--- config.mk ---
export PLATFORM = sky130hd
export DESIGN_NAME = tls_set_index
export DESIGN_NICKNAME = d
export VERILOG_FILES = /design/src/sv/tls_pkg.sv /design/src/sv/tls_set_index.sv
export SDC_FILE = /design/constraint.sdc
export NUM_CORES = 1
export LEC_CHECK = 0
export ABC_AREA = 1
export BUFFER_PORTS_ARGS = -buffer_cell sky130_fd_sc_hd__buf_4
export CAP_MARGIN = 20
export CORE_UTILIZATION = 31
export DETAILED_ROUTE_END_ITERATION = 16
export PLACE_DENSITY = 0.54
export RECOVER_POWER = 100
export SLEW_MARGIN = 20
export SYNTH_ARGS = -nofsm -noshare
export SYNTH_HDL_FRONTEND = slang
export SYNTH_SLANG_ARGS = --single-unit
--- constraint.sdc ---
create_clock -name clk -period 6.7 [get_ports clk]
set_input_delay 1.34 -clock clk [delete_from_list [all_inputs] [get_ports clk]]
set_output_delay 1.34 -clock clk [all_outputs]
set_load 0.05 [all_outputs]
--- src/sv/tls_pkg.sv ---
package tls_pkg;

  localparam int ADDR_W = 64;

  // set index fold: page number split into bytes, each times its residue
  localparam int DIGITS  = 8;
  localparam int PROD_W  = 24;
  localparam int Y_W     = 27;
  localparam int FOLD_K  = 27;
  localparam int RECIP_W = 28;
  localparam int MUL_W   = Y_W + RECIP_W;

  localparam logic OP_LOOKUP = 1'b0;
  localparam logic OP_UPDATE = 1'b1;

  localparam logic STATUS_OK   = 1'b0;
  localparam logic STATUS_MISS = 1'b1;

  // one set: both ways plus the replacement bit
  // lru set means way 0 is the least recent one
  typedef struct packed {
    logic              valid0;
    logic              valid1;
    logic              lru;
    logic [ADDR_W-1:0] tag0;
    logic [ADDR_W-1:0] tag1;
  } row_t;

  typedef struct packed {
    logic       status;
    logic       way_used;
    logic [7:0] set_number;
    logic [8:0] page_slot;
  } res_t;

  typedef struct packed {
    logic clearing;
    logic res_valid;
    logic take_ok;
  } ta_ctl_t;

endpackage

--- src/sv/tls_set_index.sv ---
module tls_set_index #(
  parameter int SETS       = 256,
  parameter int PAGE_SHIFT = 12,
  parameter int SW         = 8
) (
  input  logic                      clk,
  input  logic                      rst_n,
  input  logic                      in_take,
  input  logic                      in_op,
  input  logic [tls_pkg::ADDR_W-1:0] in_addr,
  input  logic                      down_free,
  output logic                      up_free,
  output logic                      e_valid,
  output logic                      e_op,
  output logic [tls_pkg::ADDR_W-1:0] e_addr,
  output logic [SW-1:0]             e_set
);

  // residues of 256**i modulo the set count
  localparam int unsigned R0 = 1 % SETS;
  localparam int unsigned R1 = (R0 * 256) % SETS;
  localparam int unsigned R2 = (R1 * 256) % SETS;
  localparam int unsigned R3 = (R2 * 256) % SETS;
  localparam int unsigned R4 = (R3 * 256) % SETS;
  localparam int unsigned R5 = (R4 * 256) % SETS;
  localparam int unsigned R6 = (R5 * 256) % SETS;
  localparam int unsigned R7 = (R6 * 256) % SETS;

  localparam logic [tls_pkg::PROD_W-1:0] RES [tls_pkg::DIGITS] = '{
    tls_pkg::PROD_W'(R0), tls_pkg::PROD_W'(R1), tls_pkg::PROD_W'(R2),
    tls_pkg::PROD_W'(R3), tls_pkg::PROD_W'(R4), tls_pkg::PROD_W'(R5),
    tls_pkg::PROD_W'(R6), tls_pkg::PROD_W'(R7)
  };

  localparam logic [tls_pkg::RECIP_W-1:0] RECIP =
    tls_pkg::RECIP_W'((64'd1 << tls_pkg::FOLD_K) / SETS);

  localparam logic [tls_pkg::Y_W-1:0] SETS_Y = tls_pkg::Y_W'(SETS);

  logic a_v_r, b_v_r, c_v_r, d_v_r, e_v_r;
  logic a_free, b_free, c_free, d_free, e_free;

  logic                      a_op_r, b_op_r, c_op_r, d_op_r, e_op_r;
  logic [tls_pkg::ADDR_W-1:0] a_addr_r, b_addr_r, c_addr_r, d_addr_r, e_addr_r;

  logic [tls_pkg::ADDR_W-1:0] page;
  logic [tls_pkg::PROD_W-1:0] prod_nxt [tls_pkg::DIGITS];
  logic [tls_pkg::PROD_W-1:0] prod_a_r [tls_pkg::DIGITS];
  logic [tls_pkg::Y_W-1:0]    y_nxt, y_b_r, y_c_r, y_d_r;
  logic [tls_pkg::MUL_W-1:0]  mul;
  logic [tls_pkg::Y_W-1:0]    q_nxt, q_c_r;
  logic [tls_pkg::Y_W-1:0]    qs_nxt, qs_d_r;
  logic [tls_pkg::Y_W-1:0]    rem, rem_fix;
  logic [SW-1:0]             set_nxt, e_set_r;

  assign e_free  = !e_v_r || down_free;
  assign d_free  = !d_v_r || e_free;
  assign c_free  = !c_v_r || d_free;
  assign b_free  = !b_v_r || c_free;
  assign a_free  = !a_v_r || b_free;
  assign up_free = a_free;

  // byte-wise products with constant residues
  assign page = in_addr >> PAGE_SHIFT;

  always_comb begin
    for (int i = 0; i < tls_pkg::DIGITS; i++) begin
      prod_nxt[i] = tls_pkg::PROD_W'(page[8*i +: 8]) * RES[i];
    end
  end

  always_comb begin
    y_nxt = '0;
    for (int i = 0; i < tls_pkg::DIGITS; i++) begin
      y_nxt = y_nxt + tls_pkg::Y_W'(prod_a_r[i]);
    end
  end

  // quotient estimate, low by at most one
  assign mul   = tls_pkg::MUL_W'(y_b_r) * tls_pkg::MUL_W'(RECIP);
  assign q_nxt = tls_pkg::Y_W'(mul >> tls_pkg::FOLD_K);

  // q * sets never exceeds the folded value
  assign qs_nxt = q_c_r * SETS_Y;

  assign rem     = y_d_r - qs_d_r;
  assign rem_fix = (rem >= SETS_Y) ? rem - SETS_Y : rem;
  assign set_nxt = SW'(rem_fix);

  always_ff @(posedge clk) begin
    if (!rst_n) begin
      a_v_r <= 1'b0;
      b_v_r <= 1'b0;
      c_v_r <= 1'b0;
      d_v_r <= 1'b0;
      e_v_r <= 1'b0;
    end else begin
      if (a_free) a_v_r <= in_take;
      if (b_free) b_v_r <= a_v_r;
      if (c_free) c_v_r <= b_v_r;
      if (d_free) d_v_r <= c_v_r;
      if (e_free) e_v_r <= d_v_r;
    end
  end

  always_ff @(posedge clk) begin
    if (in_take) begin
      a_op_r   <= in_op;
      a_addr_r <= in_addr;
      prod_a_r <= prod_nxt;
    end
    if (b_free && a_v_r) begin
      b_op_r   <= a_op_r;
      b_addr_r <= a_addr_r;
      y_b_r    <= y_nxt;
    end
    if (c_free && b_v_r) begin
      c_op_r   <= b_op_r;
      c_addr_r <= b_addr_r;
      y_c_r    <= y_b_r;
      q_c_r    <= q_nxt;
    end
    if (d_free && c_v_r) begin
      d_op_r   <= c_op_r;
      d_addr_r <= c_addr_r;
      y_d_r    <= y_c_r;
      qs_d_r   <= qs_nxt;
    end
    if (e_free && d_v_r) begin
      e_op_r   <= d_op_r;
      e_addr_r <= d_addr_r;
      e_set_r  <= set_nxt;
    end
  end

  assign e_valid = e_v_r;
  assign e_op    = e_op_r;
  assign e_addr  = e_addr_r;
  assign e_set   = e_set_r;

endmodule

==> results.md <==
* Clk buf depth at 3
* Vias at 3,862
* Sequential cell area at 9860 µm²
* R2R cell count at 6
* Yosys top cell by area: edfxtp_1
* # port buffers at 143
* Gr usage total at 8.91%
* FF-to-FF setup slack at 2.76 ns
* Finished Cell Area at 12,300 µm²
* Overflow after GRT at 0
* Worst Skew at 0.00771 ns
* Routed Antenna Nets at 0
* CTS tree: yes
* Final Total Pwr at 4.23 mW
* Final Slew Violations at 302
* Final hold violations at 0
* Post-Syn Nets at 430
* Logic pwr share at 1.8%
* Global-route wire length before repair at 22,400 µm
* Slew margin rel. at -150%
* CP Launch Type: input port
* Crit Path Max Fanout at 65
* Static Leak at 4.00 nW
* Detailed Routing Iterations Pass 1 at 4
* Root buffer cell: clkbuf_16
* Critical Path End: c_addr_r[45]
* Cell count after synthesis at 361
* Area of the multi-input gates at 80.1 µm²
* DRC at 0
* Vias in the first global route at 4,113
* CTS buffer count at 35
* Dpl ws at 3.20 ns
* Cell Count, Final, Fillers Out at 962
* Finish-stage setup viols at 0
* Post-route clock period utilization at 68.4%
* Hold WS at 0.410 ns
* Largest net degree at the start of global routing at 67
* Hold_buf cts at 0
* Clock share of power at 41.3%
* Area of the die at 33,100 µm²
* WS Path Type: in -> reg
* Most frequent cells in the layout: edfxtp_1, clkbuf_1, clkbuf_4
* Cell total after placement at 902
* Skew-Pair Late Insertion Delay at 0.49 ns
* Placed Area at 11,600 µm²
* Postcts setup bufs at 0
* Core area at 31,700 µm²
* WP data arrival at 4.60 ns
* Share of cells above drive strength 1 at 20.4%
* RD Place Congestion at 0.731
* Finished Core Util at 38.8%
* Post_cts resized at 0
* Failing checks: capacitance limit, slew limit
* Netlist cell types at 10
* Cell row count at 65
* Synth top area cells: edfxtp_1, dfxtp_1, buf_4
* Area delta synth->final at 22.7%
* Die Y at 182 µm
* Worst setup path start: down_free
* Tightest Pin Transition at 3.75 ns
* Max-Cap Viols at 5
* Syn Area/Cell at 27.8 µm²
* CTS H-tree depth at 2
* Sequential area share after synthesis at 98.2%
* Setup Total Neg Slack at 0 ns
* Cell area after synthesis at 10,000 µm²
* IO Count at 144
* Pwr/cell area at 343 nW/µm²
* Nets at 607
* CP required at 6.72 ns
* Critical R2R Capture: c_addr_r[45]
* Commonest non-fill, non-tap cell in the layout: edfxtp_1
* VDD IR max at 168 µV
* F_max at 218 MHz
* Initial Util at 31.6%
* Initial antenna violation count at 0
* DRT iter0 DRCs at 249
* Setup ws final at 2.12 ns
* P_int at 3.42 mW
* Synth top area share at 97.2%
* Clk sinks at 330
* Hold Path Class: reg -> reg
* Unrepaired setup endpoints after global routing: false
* Final wirelength at 14,600 µm
* Vias per cell at 4.01
* Sw Share at 19.0%
* Clock transition at the registers of the reported paths at 0.06 ns
* Fill cell count at 2,917
* Yosys reg bits at 330
* Die Width at 182 µm
* Diode count at 0
* Crit. End Element: register
* Crit path time final at 4.58 ns
* Routed wire per std cell at 15.2 µm
* Synth warn at 0
* Outcome: complete, but fails checks
* Sequential Power Share at 56.9%
* Reg2reg start: e_valid
* Psw at 801 µW
[how the worst min path moves through the flow]
| stage | startpoint | slack [ns] | depth (start not counted) | endpoint |
|---|---|---|---|---|
| after detailed placement | a_addr_r[2] | 0.40 | 0 | b_addr_r[2] |
| final | d_op_r | 0.41 | 0 | e_op |
| after CTS | a_addr_r[2] | 0.41 | 0 | b_addr_r[2] |
| after floorplan | a_addr_r[0] | 0.40 | 0 | b_addr_r[0] |
| after global placement | c_addr_r[51] | 0.40 | 0 | d_addr_r[51] |
| after global routing | b_addr_r[39] | 0.42 | 0 | c_addr_r[39] |
[sequential cells by signal (all words and copies together) (netlist names), 64 cells and up]
| name | cells |
|---|---|
| a_addr_r | 64 |
| b_addr_r | 64 |
| d_addr_r | 64 |
| e_addr | 64 |
| c_addr_r | 64 |
[final cells by class]
class / count / share of cell area (%)
repair buffers: 148 / 6.43
multi-input cells: 14 / 0.650
flip-flops and latches: 330 / 80.1
inverters: 9 / 0.295
clock inverters: 12 / 0.559
clock buffers: 47 / 7.91
well taps: 402 / 4.08
[synth_stat cells (all sizes together)]
library cell,count
nor2,1
nand3,2
dfxtp,5
edfxtp,325
inv,9
a21oi,7
nand2,4
buf,8
[critical path, cell delays in order]
cell	delay, ns
clkbuf_4	0.10
inv_1	0.05
nand3_1	0.12
nor2_1	0.13
inv_1	0.09
nand2_1	0.08
clkinvlp_2	0.08
clkbuf_1	2.55
[cell families after synthesis]
logic type	count (synthesis)	synth area share (%)
flops	330	98.2
buf+inv	17	0.935
simple gates	7	0.461
compound gates	7	0.386
[power by group through the flow]
stage / Clock (mW) / Combinational, mW / Sequential (mW)
floorplan: 0 / 0.0181 / 2.45
global placement: 0 / 0.0849 / 2.44
detailed placement: 0 / 0.0877 / 2.44
CTS: 1.81 / 0.0877 / 2.40
global route: 1.89 / 0.0835 / 2.41
finish: 1.74 / 0.0768 / 2.41
[per-layer routing]
layer	GRT usage [%]	up-vias	wire length (µm)
li1	-	1786	-
met1	10.1	1908	5780
met2	15.0	127	7300
met3	3.27	41	1060
met4	4.20	0	478
met5	0	-	0
Power figures use the tool's default switching activity.
